### config.mk
export PLATFORM = sky130hd
export DESIGN_NAME = varint_vlq_codec
export DESIGN_NICKNAME = d
export VERILOG_FILES = /design/src/rtl/vlq_pkg.sv /design/src/rtl/varint_vlq_codec.sv /design/src/rtl/vlq_ctrl.sv /design/src/rtl/vlq_dpath.sv
export SDC_FILE = /design/constraint.sdc
export NUM_CORES = 1
export LEC_CHECK = 0
export ABC_CLOCK_PERIOD_IN_PS = 6300
export BUFFER_PORTS_ARGS = -buffer_cell sky130_fd_sc_hd__buf_2
export CORE_ASPECT_RATIO = 1.75
export CORE_UTILIZATION = 45
export CTS_CLUSTER_SIZE = 30
export DETAILED_ROUTE_END_ITERATION = 7
export PLACE_DENSITY = 0.66
export SYNTH_ARGS = -nofsm -noshare
export SYNTH_HDL_FRONTEND = slang
export SYNTH_SLANG_ARGS = --single-unit
### constraint.sdc
create_clock -name clk_i -period 6.3 [get_ports clk_i]
set_input_delay 0.315 -clock clk_i [delete_from_list [all_inputs] [get_ports clk_i]]
set_output_delay 0.315 -clock clk_i [all_outputs]
set_load 0.01 [all_outputs]
### src/rtl/vlq_pkg.sv
// Shared types and constants for the LEB128 varint codec.
package vlq_pkg;

  localparam int unsigned GRP_W = 4;

  typedef enum logic {
    ACTION_ENCODE = 1'b0,
    ACTION_DECODE = 1'b1
  } action_e;

  typedef enum logic [1:0] {
    KIND_BYTE  = 2'd0,
    KIND_VALUE = 2'd1,
    KIND_ERROR = 2'd2
  } kind_e;

  localparam logic [7:0] CONT_BIT     = 8'h80;
  localparam logic [6:0] PAYLOAD_MASK = 7'h7f;

  typedef struct packed {
    logic load_enc;
    logic step_enc;
    logic dec_beat;
    logic dec_emit;
  } vlq_cmd_t;

  typedef struct packed {
    logic enc_last;
  } vlq_sts_t;

endpackage

### src/rtl/varint_vlq_codec.sv
// Top level of the unsigned LEB128 varint encoder and decoder.
// Decode: one byte beat per cycle; the result of a final byte shows the next cycle.
// Encode: the beat loads the shift register, then one byte per cycle while the output is free;
// an item holds the input off until its last byte steps out of the encode shift register.
// A stalled output holds the input off; one result register parts the two sides.
// Reset clears the decode accumulator, group count, overflow flag and output valid.
module varint_vlq_codec
  import vlq_pkg::*;
#(
  parameter int unsigned VALUE_BITS = 64
) (
  input  logic        clk_i,
  input  logic        rst_ni,
  input  logic        in_valid_i,
  output logic        in_ready_o,
  input  logic        action_i,
  input  logic [63:0] value_in_i,
  input  logic [7:0]  byte_in_i,
  output logic        out_valid_o,
  input  logic        out_ready_i,
  output logic [1:0]  kind_o,
  output logic [7:0]  byte_out_o,
  output logic        last_o,
  output logic [63:0] value_out_o
);

  vlq_cmd_t cmd;
  vlq_sts_t sts;

  vlq_ctrl u_ctrl (
    .clk_i       (clk_i),
    .rst_ni      (rst_ni),
    .in_valid_i  (in_valid_i),
    .in_ready_o  (in_ready_o),
    .action_i    (action_i),
    .more_i      (byte_in_i[7]),
    .out_valid_o (out_valid_o),
    .out_ready_i (out_ready_i),
    .cmd_o       (cmd),
    .sts_i       (sts)
  );

  vlq_dpath #(
    .VALUE_BITS (VALUE_BITS)
  ) u_dpath (
    .clk_i       (clk_i),
    .rst_ni      (rst_ni),
    .cmd_i       (cmd),
    .sts_o       (sts),
    .value_in_i  (value_in_i),
    .byte_in_i   (byte_in_i),
    .kind_o      (kind_o),
    .byte_out_o  (byte_out_o),
    .last_o      (last_o),
    .value_out_o (value_out_o)
  );

endmodule

### src/rtl/vlq_ctrl.sv
// Controller: input and output handshakes, encode run sequencing.
module vlq_ctrl
  import vlq_pkg::*;
(
  input  logic     clk_i,
  input  logic     rst_ni,
  input  logic     in_valid_i,
  output logic     in_ready_o,
  input  logic     action_i,
  input  logic     more_i,
  output logic     out_valid_o,
  input  logic     out_ready_i,
  output vlq_cmd_t cmd_o,
  input  vlq_sts_t sts_i
);

  typedef enum logic {
    S_IDLE,
    S_ENC
  } state_e;

  state_e state_q, state_d;
  logic   out_valid_q, out_valid_d;
  logic   slot_free;
  logic   in_beat;

  assign slot_free   = !out_valid_q || out_ready_i;
  assign in_ready_o  = (state_q == S_IDLE) && slot_free;
  assign in_beat     = in_valid_i && in_ready_o;
  assign out_valid_o = out_valid_q;

  always_comb begin
    state_d     = state_q;
    out_valid_d = out_valid_q && !out_ready_i;
    cmd_o       = '0;
    unique case (state_q)
      S_IDLE: begin
        if (in_beat) begin
          if (action_i == ACTION_ENCODE) begin
            cmd_o.load_enc = 1'b1;
            state_d        = S_ENC;
          end else begin
            cmd_o.dec_beat = 1'b1;
            if (!more_i) begin
              cmd_o.dec_emit = 1'b1;
              out_valid_d    = 1'b1;
            end
          end
        end
      end
      S_ENC: begin
        if (slot_free) begin
          cmd_o.step_enc = 1'b1;
          out_valid_d    = 1'b1;
          if (sts_i.enc_last) begin
            state_d = S_IDLE;
          end
        end
      end
      default: begin
        state_d = S_IDLE;
      end
    endcase
  end

  always_ff @(posedge clk_i or negedge rst_ni) begin
    if (!rst_ni) begin
      state_q     <= S_IDLE;
      out_valid_q <= 1'b0;
    end else begin
      state_q     <= state_d;
      out_valid_q <= out_valid_d;
    end
  end

endmodule

### src/rtl/vlq_dpath.sv
// Datapath: encode shift register, decode accumulator and result register.
module vlq_dpath
  import vlq_pkg::*;
#(
  parameter int unsigned VALUE_BITS = 64
) (
  input  logic        clk_i,
  input  logic        rst_ni,
  input  vlq_cmd_t    cmd_i,
  output vlq_sts_t    sts_o,
  input  logic [63:0] value_in_i,
  input  logic [7:0]  byte_in_i,
  output logic [1:0]  kind_o,
  output logic [7:0]  byte_out_o,
  output logic        last_o,
  output logic [63:0] value_out_o
);

  localparam int unsigned GroupLimit = (VALUE_BITS + 6) / 7;
  localparam int unsigned WideBits   = VALUE_BITS + 7;

  logic [VALUE_BITS-1:0] enc_q, enc_d;
  logic [VALUE_BITS-1:0] enc_rem;

  logic [VALUE_BITS-1:0] acc_q, acc_d, acc_next;
  logic [GRP_W-1:0]      grp_q, grp_d, grp_next;
  logic                  ovf_q, ovf_d, ovf_next;
  logic                  grp_full;
  logic [6:0]            shamt;
  logic [WideBits-1:0]   dec_shift;

  logic [1:0]  kind_q, kind_d;
  logic [7:0]  byte_q, byte_d;
  logic        last_q, last_d;
  logic [63:0] value_q, value_d;

  assign enc_rem        = enc_q >> 7;
  assign sts_o.enc_last = (enc_rem == '0);

  assign grp_full  = (grp_q >= GRP_W'(GroupLimit));
  assign shamt     = {grp_q, 3'b000} - {3'b000, grp_q};
  assign dec_shift = {{VALUE_BITS{1'b0}}, byte_in_i[6:0] & PAYLOAD_MASK} << shamt;

  always_comb begin
    if (grp_full) begin
      acc_next = acc_q;
      grp_next = grp_q;
      ovf_next = 1'b1;
    end else begin
      acc_next = acc_q | dec_shift[VALUE_BITS-1:0];
      grp_next = grp_q + GRP_W'(1);
      ovf_next = ovf_q || (dec_shift[WideBits-1:VALUE_BITS] != '0);
    end
  end

  always_comb begin
    enc_d   = enc_q;
    acc_d   = acc_q;
    grp_d   = grp_q;
    ovf_d   = ovf_q;
    kind_d  = kind_q;
    byte_d  = byte_q;
    last_d  = last_q;
    value_d = value_q;
    if (cmd_i.load_enc) begin
      enc_d = value_in_i[VALUE_BITS-1:0];
    end
    if (cmd_i.step_enc) begin
      enc_d   = enc_rem;
      kind_d  = KIND_BYTE;
      byte_d  = {(enc_rem != '0), enc_q[6:0]};
      last_d  = (enc_rem == '0);
      value_d = '0;
    end
    if (cmd_i.dec_beat) begin
      acc_d = acc_next;
      grp_d = grp_next;
      ovf_d = ovf_next;
    end
    if (cmd_i.dec_emit) begin
      acc_d   = '0;
      grp_d   = '0;
      ovf_d   = 1'b0;
      kind_d  = ovf_next ? KIND_ERROR : KIND_VALUE;
      byte_d  = '0;
      last_d  = 1'b1;
      value_d = ovf_next ? 64'd0 : 64'(acc_next);
    end
  end

  always_ff @(posedge clk_i or negedge rst_ni) begin
    if (!rst_ni) begin
      acc_q <= '0;
      grp_q <= '0;
      ovf_q <= 1'b0;
    end else begin
      acc_q <= acc_d;
      grp_q <= grp_d;
      ovf_q <= ovf_d;
    end
  end

  always_ff @(posedge clk_i) begin
    enc_q   <= enc_d;
    kind_q  <= kind_d;
    byte_q  <= byte_d;
    last_q  <= last_d;
    value_q <= value_d;
  end

  assign kind_o      = kind_q;
  assign byte_out_o  = byte_q;
  assign last_o      = last_q;
  assign value_out_o = value_q;

endmodule

==> metrics, run 1 <==
status=finished, violations left; failing checks=design-rule violations; crit path buf inv count=2; CP max-delay cell=dfrtp_1; drt drc=9; crit end category=flip-flop; Worst EP arrival=5.20 ns; period utilisation layout=78.8%; unrepaired setup endpoints after global routing=false; final hold vios=0; Startpoint Class=flip-flop; Die H=a little under 200 µm; worst-skew pair later-pin latency=0.50 ns; I/O pins=154; first-pass GRT wire length=38,100 µm; Post-Route WL=between 20,000 and 25,000 µm; die area=approximately 22,000 µm²; Sink Count=210; Pre-antenna DRT Iters=7; via count=7,314; remaining global-route overflow=0; Routed Antenna Nets=0; Worst-path clk slew=~0.070 ns; Setup Fix Bufs, Post-CTS=0; core area=20,500 µm²; largest net degree at the start of global routing=72; htree depth=1; Crit Path Category=flip-flop to flip-flop; vias in the first global route=roughly 7.2k; IO Port Bufs=153; initial antenna violation count=0; Leak=4.68 nW; worst-path fanout max=39; synth warn=0; CTS tree=yes; cells after synthesis=between 900 and 1k; post-layout min period=~5.0 ns; CP top delay family=compound AO/OA/AOI/OAI gates; critical path data required time=6.53 ns; CTS Root Cell=clkbuf_16; slew margin rel.=20.8%; FFs w/ async S/R, synth=33.8%; Yosys top cell by area=edfxtp_1; crit-path cells=clkinv_1 -> ha_1 -> xor2_2 -> a31oi_1 -> a41o_1 -> o211ai_4 -> buf_4 -> nor2_1; syn nets=1,023; Max-Cap Viols=0; routed length per instance=18.2 µm; post_cts resized=0; R2R depth=8; Netlist cell types=58; Fmax=201 MHz; Synth top area share=39.1%; synthesized cell area=9450 µm²; fraction of layout cells with a size suffix above 1=about 19%; DRC marker count from the first detailed-route iteration=639; GRT Total Usage=22.5%; antenna fix cells=0; Slew Viols, Final=0; crit-path max cell delay=0.89 ns; Post-DP HPWL=16,900 µm; FP Rows=69; CTS Buf Count=20; most common cell in the synthesized netlist=nand2_1; Post-synth top cells=nand2_1 (205), nor2_1 (133), edfxtp_1 (123); Worst Skew=0.0126 ns; Synth Flop Type=edfxtp_1; worst slack on hold paths=0.00734 ns; gp weighted congestion=0.904; via/cell ratio=5.49; Worst VDD drop=0.266 mV; CTS Hold Bufs=0; Seq/Total Area, Yosys=between 60 and 70%; Nets=1,152; syn avg cell area=10.0 µm²; Post-synth EDFFs=123; Hold Path Class=input pin to async pin; WP depth=8; Setup-failing EPs final=0; initial core utilization=46.2%; FF+latch count, synth=210; CTS max path bufs=3; Area Growth Syn to Fin=16.5%; synth top area cells=edfxtp_1 (39%), dfrtp_1 (19%), nand2_1 (8.1%); Die W=roughly 110 µm; Power Dens Cells=450 nW/µm²; final setup TNS=0 ns; Worst-Margin Slew=1.18 ns
-- cell usage in the layout (no fill, tap or decap), types with 3 or more instances in the layout --
master and count:
inv_1 15, nor3_1 8, o21a_1 5, o211a_1 6
clkinv_1 3, nor2b_1 9, ha_1 4, clkbuf_1 7
a21oi_1 75, dfxtp_1 16, nand4_1 8, or3_1 6
o32ai_1 3, xnor2_1 4, and3_1 3, edfxtp_1 123
o21ai_0 82, nand3_1 19, a31oi_1 3, a211oi_1 6
buf_2 153, clkbuf_16 20, and2_1 3, nor4_1 14
mux2i_1 16, nand2_1 203, nand2b_1 6, dfrtp_1 71
nor2_1 133, buf_4 9, a221o_1 4
-- where the power goes --
group	total [mW]	switching, mW	internal (mW)	leakage (nW)
logic	1.94	1.37	0.567	2.02
clock network	1.17	0.512	0.656	0.301
registers	1.86	0.137	1.72	2.35
total	4.96	2.02	2.94	4.68
-- worst reg2reg max path, cell delays in order (launching register included) --
cell	delay (ns)
dfrtp_1	0.89
clkinv_1	0.55
ha_1	0.55
xor2_2	0.76
a31oi_1	0.34
a41o_1	0.35
o211ai_4	0.63
buf_4	0.51
nor2_1	0.12
-- per-stage QoR --
step / utilization, % / setup slack (ns) / total power [mW] / instances / area, µm²
floorplan: - / 0.751 / 3.14 / 942 / 9450
global placement: 50.8 / 1.51 / 3.81 / 1297 / 10400
detailed placement: 50.8 / 1.41 / 3.81 / 1297 / 10400
CTS: 53.8 / 1.39 / 4.98 / 1333 / 11000
global route: 53.8 / 0.993 / 5.20 / 1333 / 11000
finish: 53.8 / 1.34 / 4.96 / 1333 / 11000
-- final timing paths --
kind	slack [ns]	endpoint	startpoint
max	1.34	u_dpath.value_out_o[3]	u_dpath.grp_q[0]
min reg2reg	0.43	u_dpath.byte_out_o[5]	u_dpath.enc_q[5]
max in group asynchronous	5.62	u_dpath.acc_q[28]	rst_ni
min in group clk_i	0.05	u_dpath.enc_q[62]	value_in_i[62]
min	0.007	u_dpath.acc_q[8]	rst_ni
max reg2reg	1.34	u_dpath.value_out_o[3]	u_dpath.grp_q[0]
-- sequential cells by signal, summed over array words and instances (netlist names) --
register,cells
u_ctrl.out_valid_o,1
u_ctrl.state_q,1
u_dpath.acc_q,64
u_dpath.byte_out_o,8
u_dpath.enc_q,64
u_dpath.grp_q,4
u_dpath.kind_o,2
u_dpath.last_o,1
u_dpath.ovf_q,1
u_dpath.value_out_o,64
-- per-layer routing --
layer,up-vias,wire (µm),GRT usage (%)
li1,3539,-,-
met1,3452,9100,25.3
met2,265,12800,41.2
met3,58,1240,3.16
met4,0,1220,11.7
met5,-,0,0
-- kinds of logic after synthesis --
family	synth area share (%)
flops	61.3
buf+inv	3.15
simple gates	19.3
xor+xnor	0.715
mux	2.17
fa+ha+maj	0.530
compound gates	12.9
-- cell type report --
type | count | area (µm²)
fill | 1794 | 9450
sequential | 210 | 5790
multi-input combinational | 661 | 3390
timing repair buffer | 162 | 833
clock buffer | 29 | 554
tap | 248 | 310
clock inverter | 7 | 71.3
inverter | 16 | 60.1
No activity file was read; power rests on OpenSTA's default activity.
==> run 2, diff against run 1 <==
--- a/config.mk
+++ b/config.mk
@@ -5,7 +5,8 @@
 export SDC_FILE = /design/constraint.sdc
 export NUM_CORES = 1
 export LEC_CHECK = 0
-export ABC_CLOCK_PERIOD_IN_PS = 6300
+export ABC_AREA = 1
+export ABC_CLOCK_PERIOD_IN_PS = 5000
 export BUFFER_PORTS_ARGS = -buffer_cell sky130_fd_sc_hd__buf_2
 export CORE_ASPECT_RATIO = 1.75
 export CORE_UTILIZATION = 45
==> constraint.sdc (replaced) <==
create_clock -name clk_i -period 5 [get_ports clk_i]
set_input_delay 0.25 -clock clk_i [delete_from_list [all_inputs] [get_ports clk_i]]
set_output_delay 0.25 -clock clk_i [all_outputs]
set_load 0.01 [all_outputs]
==> metrics, run 2 <==
post-layout min period=3.73 ns; htree depth=1; Synth Flop Type=edfxtp_1; CTS max path bufs=3; status=finished, violations left; Placement Setup Slack=1.27 ns; Setup-failing EPs final=0; Worst setup startpoint=u_dpath.grp_q[0]; Worst VDD drop=0.428 mV; critical path data required time=5.37 ns; Setup Fix Bufs, Post-CTS=0; FP Rows=71; crit-path max cell delay=0.61 ns; commonest non-fill, non-tap cell in the layout=nand2_1; first-pass GRT wire length=38,700 µm; most frequent cells in the layout=nand2_1 (227), buf_2 (153), nor2_1 (147); synthesized cell area=9810 µm²; remaining global-route overflow=0; GRT Total Usage=22.6%; Layout Cells excl Fill=roughly 1.5k; DRC marker count from the first detailed-route iteration=342; Post-synth EDFFs=123; I/O pins=154; syn avg cell area=9.75 µm²; Max-Cap Viols=0; Area Growth Syn to Fin=18.1%; unrepaired setup endpoints after global routing=false; Post-DP HPWL=18,000 µm; slew margin rel.=35.8%; synth warn=0; crit end category=flip-flop; Worst EP arrival=4.10 ns; synth top area cells=edfxtp_1 (38%), dfrtp_1 (18%), nand2_1 (8.7%); final hold vios=18; crit-path cells=inv_2 -> ha_1 -> inv_1 -> nand3_1 -> nand3_1 -> nand2_1 -> nand3_1 -> nand2_1 -> nor2_1 -> nand2_1 -> nand2_2 -> nand4_4 -> buf_4 -> nor2_1; reg2reg start=u_dpath.grp_q[0]; routed length per instance=16.8 µm; Slew Viols, Final=0; Pre-antenna DRT Iters=5; core area=21,400 µm²; cells after synthesis=approximately 1.0k; via/cell ratio=5.10; FFs w/ async S/R, synth=around 34%; syn nets=approximately 1.1k; IO Port Bufs=153; Die W=~110 µm; Die H=197 µm; Sink Count=210; FF+latch count, synth=between 200 and 250; Crit Path Category=flip-flop to flip-flop; period utilisation layout=between 70% and 80%; Routed Antenna Nets=0; worst slack on hold paths=-0.0397 ns; Hold Path Class=input pin to async pin; Worst-path clk slew=around 0.060 ns; Placed Cells=~1.4k; fraction of layout cells with a size suffix above 1=around 24%; final setup TNS=0 ns; Seq/Total Area, Yosys=59.0%; via count=7,489; worst setup margin=1.27 ns; CTS Buf Count=20; Fmax=roughly 270 MHz; Worst-Margin Slew=0.962 ns; Worst Skew=0.0254 ns; CTS tree=yes; worst-skew pair later-pin latency=0.51 ns; CTS Root Cell=clkbuf_16; Startpoint Class=flip-flop; CP max-delay cell=nand4_4; Fillers=1,922; largest net degree at the start of global routing=79; worst-path fanout max=25; gp weighted congestion=0.902; Netlist cell types=34; Nets=1,243; Yosys top cell by area=edfxtp_1; Synth top area share=37.6%; drt drc=0; Post-Route WL=24,700 µm; Power Dens Cells=about 620 nW/µm²; die area=approximately 22,000 µm²; fin util=54.1%; failing checks=negative hold slack; Leak=4.91 nW; Post-synth top cells=nand2_1 (228), nor2_1 (149), edfxtp_1 (123); antenna fix cells=0; initial antenna violation count=0; most common cell in the synthesized netlist=nand2_1; vias in the first global route=between 7k and 8k; initial core utilization=between 40% and 50%
run 2: power breakdown:
part	leakage, nW	internal, mW	switching [mW]
Clock	0.326	0.892	0.658
Combinational	2.24	0.773	2.45
Sequential	2.35	2.23	0.163
run 2: final cells by class:
class	count	area (µm²)	share of cell area (%)
Sequential cell	210	5790	50.0
Multi-Input combinational cell	689	3490	30.1
Timing Repair Buffer	185	1060	9.17
Clock buffer	25	549	4.74
Tap cell	292	365	3.15
Inverter	56	210	1.81
Clock inverter	11	128	1.10
run 2: worst paths after layout:
check / to / slack, ns / cells after the start
max in group asynchronous: u_dpath.acc_q[60] / 4.40 / 2
min in group clk_i: u_dpath.enc_q[25] / 0.02 / 3
setup / recovery: u_dpath.value_out_o[10] / 1.27 / 14
hold / removal: u_dpath.acc_q[19] / -0.04 / 2
setup reg to reg: u_dpath.value_out_o[10] / 1.27 / 14
hold reg to reg: u_dpath.byte_out_o[4] / 0.46 / 2
run 2: routing by layer:
layer	track usage, %	share of wire (%)	vias to the layer above
li1	-	-	3661
met1	23.3	36	3502
met2	42.4	54	247
met3	3.62	4.9	79
met4	12.9	5.5	0
met5	0	0	-
run 2: repair_timing:
action	CTS	global route
gates resized for setup	0	0
hold endpoints to repair	18	0
hold buffers	18	0
run 2: critical path: cells and delay by family, from the launching register on:
| family | cells | cell delay [ns] |
|---|---|---|
| buf+inv | 3 | 0.92 |
| fa+ha+maj | 1 | 0.47 |
| flops | 1 | 0.54 |
| simple gates | 10 | 1.64 |
run 2: logic make-up after synthesis:
kind of cell	after synthesis	synth area share [%]
and+or+nand+nor	516	25.4
DFF	210	59.0
AOI/OAI and AO/OA	166	9.06
buffers and inverters	108	5.75
adders and majority gates	4	0.510
xor gates and xnor gates	3	0.268
run 2: per-stage QoR:
stage               area (µm²)  power (mW)  hold slack, ns
CTS                      11600        7.23        0.000292
floorplan                 9810        4.75         -0.0456
finish                   11600        7.17         -0.0397
detailed placement       10700        5.65           0.446
global placement         10700        5.64           0.434
global route             11600        7.61          0.0137
==> run 3, diff against run 2 <==
--- a/config.mk
+++ b/config.mk
@@ -6,7 +6,7 @@
 export NUM_CORES = 1
 export LEC_CHECK = 0
 export ABC_AREA = 1
-export ABC_CLOCK_PERIOD_IN_PS = 5000
+export ABC_CLOCK_PERIOD_IN_PS = 3650
 export BUFFER_PORTS_ARGS = -buffer_cell sky130_fd_sc_hd__buf_2
 export CORE_ASPECT_RATIO = 1.75
 export CORE_UTILIZATION = 45
==> constraint.sdc (replaced) <==
create_clock -name clk_i -period 3.65 [get_ports clk_i]
set_input_delay 0.1825 -clock clk_i [delete_from_list [all_inputs] [get_ports clk_i]]
set_output_delay 0.1825 -clock clk_i [all_outputs]
set_load 0.01 [all_outputs]
==> metrics, run 3 (synthesis results as in run 2) <==
status=completed; CTS Root Cell=clkbuf_16; worst-skew pair later-pin latency=0.50 ns; Die H=197 µm; DRC marker count from the first detailed-route iteration=461; Worst-path clk slew=0.07 ns; commonest non-fill, non-tap cell in the layout=nand2_1; Setup-failing EPs final=0; Placed Cells=~1.4k; crit end category=flip-flop; largest net degree at the start of global routing=66; clock share of power=between 20% and 30%; gp weighted congestion=0.945; Power Dens Cells=822 nW/µm²; Post-Route WL=25,900 µm; Max-Cap Viols=0; Layout Cells excl Fill=1,523; most frequent cells in the layout=nand2_1 (227), buf_2 (153), nor2_1 (147); unrepaired setup endpoints after global routing=false; Logic pwr share=46.9%; CTS Buf Count=20; core area=around 21,000 µm²; GRT Total Usage=23.8%; Flop pwr share=32.8%; period utilisation layout=90.6%; via count=7,842; sw power=4.59 mW; Slew Viols, Final=0; routed length per instance=17.0 µm; post-layout min period=3.31 ns; Nets=1,298; Area Growth Syn to Fin=23.8%; remaining global-route overflow=0; slew margin rel.=between 30% and 40%; CTS tree=yes; fraction of layout cells with a size suffix above 1=23.4%; Worst EP arrival=3.65 ns; CP max-delay cell=dfrtp_1; worst-path fanout max=14; Worst-Margin Slew=0.925 ns; Sink Count=210; internal power=about 5.4 mW; vias in the first global route=7,776; final setup TNS=0 ns; antenna fix cells=0; initial antenna violation count=0; Routed Antenna Nets=0; Die W=approximately 110 µm; Fmax=302 MHz; Post-DP HPWL=17,800 µm; I/O pins=154; initial core utilization=45.8%; first-pass GRT wire length=40,800 µm; Crit Path Category=flip-flop to flip-flop; Hold Path Class=input pin to flip-flop; final hold vios=0; drt drc=0; Pre-antenna DRT Iters=5; Leak=between 5 and 6 nW; htree depth=1; critical path data required time=4.00 ns; Startpoint Class=flip-flop; IO Port Bufs=153; die area=between 20,000 and 25,000 µm²; CTS max path bufs=3; Worst Skew=0.0109 ns; via/cell ratio=5.15; switching share of power=a little under half; Worst VDD drop=0.405 mV; FP Rows=71; crit-path cells=inv_2 -> ha_1 -> inv_1 -> nand3_1 -> and2_1 -> nand3_1 -> nor2_2 -> nor2_1 -> nand2_1 -> nand2_2 -> nand4_4 -> buf_12 -> nor2_1; crit-path max cell delay=0.54 ns
==> run 3: power by group through the flow <==
| stage | sequential [mW] | clock (mW) | combinational, mW |
|---|---|---|---|
| 4_1_cts | 3.27 | 2.07 | 4.68 |
| 5_1_grt | 3.31 | 2.16 | 5.12 |
| 3_5_place_dp | 3.32 | 0 | 4.61 |
| 2_1_floorplan | 3.37 | 0 | 3.14 |
| 6_report | 3.27 | 2.03 | 4.69 |
| 3_3_place_gp | 3.31 | 0 | 4.63 |
==> run 3: critical path, delay by kind of cell (launching register included) <==
family | cells | cell delay (ns)
simple gates | 9 | 1.34
fa+ha+maj | 1 | 0.46
buf+inv | 3 | 0.76
flops | 1 | 0.54
==> run 3: final cells by class <==
class | count | area (µm²)
clock inverter | 10 | 83.8
timing repair buffer | 240 | 1670
sequential | 210 | 5790
tap | 292 | 365
fill | 1815 | 9260
multi-input combinational | 689 | 3490
clock buffer | 26 | 544
inverter | 56 | 210
==> run 3: per-layer routing <==
metal | vias up | part of all wire, % | track usage, % | wire, µm
met5 | - | 0 | 0 | 0
li1 | 3786 | - | - | -
met1 | 3662 | 35 | 24.7 | 9030
met2 | 317 | 55 | 45.5 | 14200
met4 | 0 | 4.7 | 11.9 | 1210
met3 | 77 | 5.7 | 3.38 | 1490
==> run 3: timing repair <==
item,in CTS,in global routing
hold buffers,65,0
gates resized for setup,0,0
buffers inserted,0,0
hold endpoints to repair,100,0
==> run 3: per-stage QoR <==
step,setup slack (ns),power (mW),cell area [µm²],hold slack (ns),util [%]
6_report,0.344,9.99,12100,0.0502,56.7
5_1_grt,0.101,10.6,12100,0.0544,56.7
4_1_cts,0.370,10.0,12100,0.0453,56.7
3_5_place_dp,0.398,7.93,10900,0.370,50.8
3_3_place_gp,0.482,7.94,10900,0.356,50.8
2_1_floorplan,0.504,6.50,9810,-0.113,-
==> run 3: path summary, 6_finish.rpt <==
| kind | start | to | slack, ns | cells after the start |
|---|---|---|---|---|
| worst max register to register | u_dpath.grp_q[0] | u_dpath.value_out_o[4] | 0.34 | 13 |
| worst max-delay path | u_dpath.grp_q[0] | u_dpath.value_out_o[4] | 0.34 | 13 |
| worst min-delay path | byte_in_i[7] | u_dpath.grp_q[3] | 0.05 | 3 |
| max in group asynchronous | rst_ni | u_dpath.acc_q[57] | 2.43 | 3 |
| min in group asynchronous | rst_ni | u_dpath.acc_q[17] | 0.36 | 2 |
| worst min register to register | u_dpath.byte_out_o[0] | u_dpath.byte_out_o[0] | 0.46 | 2 |
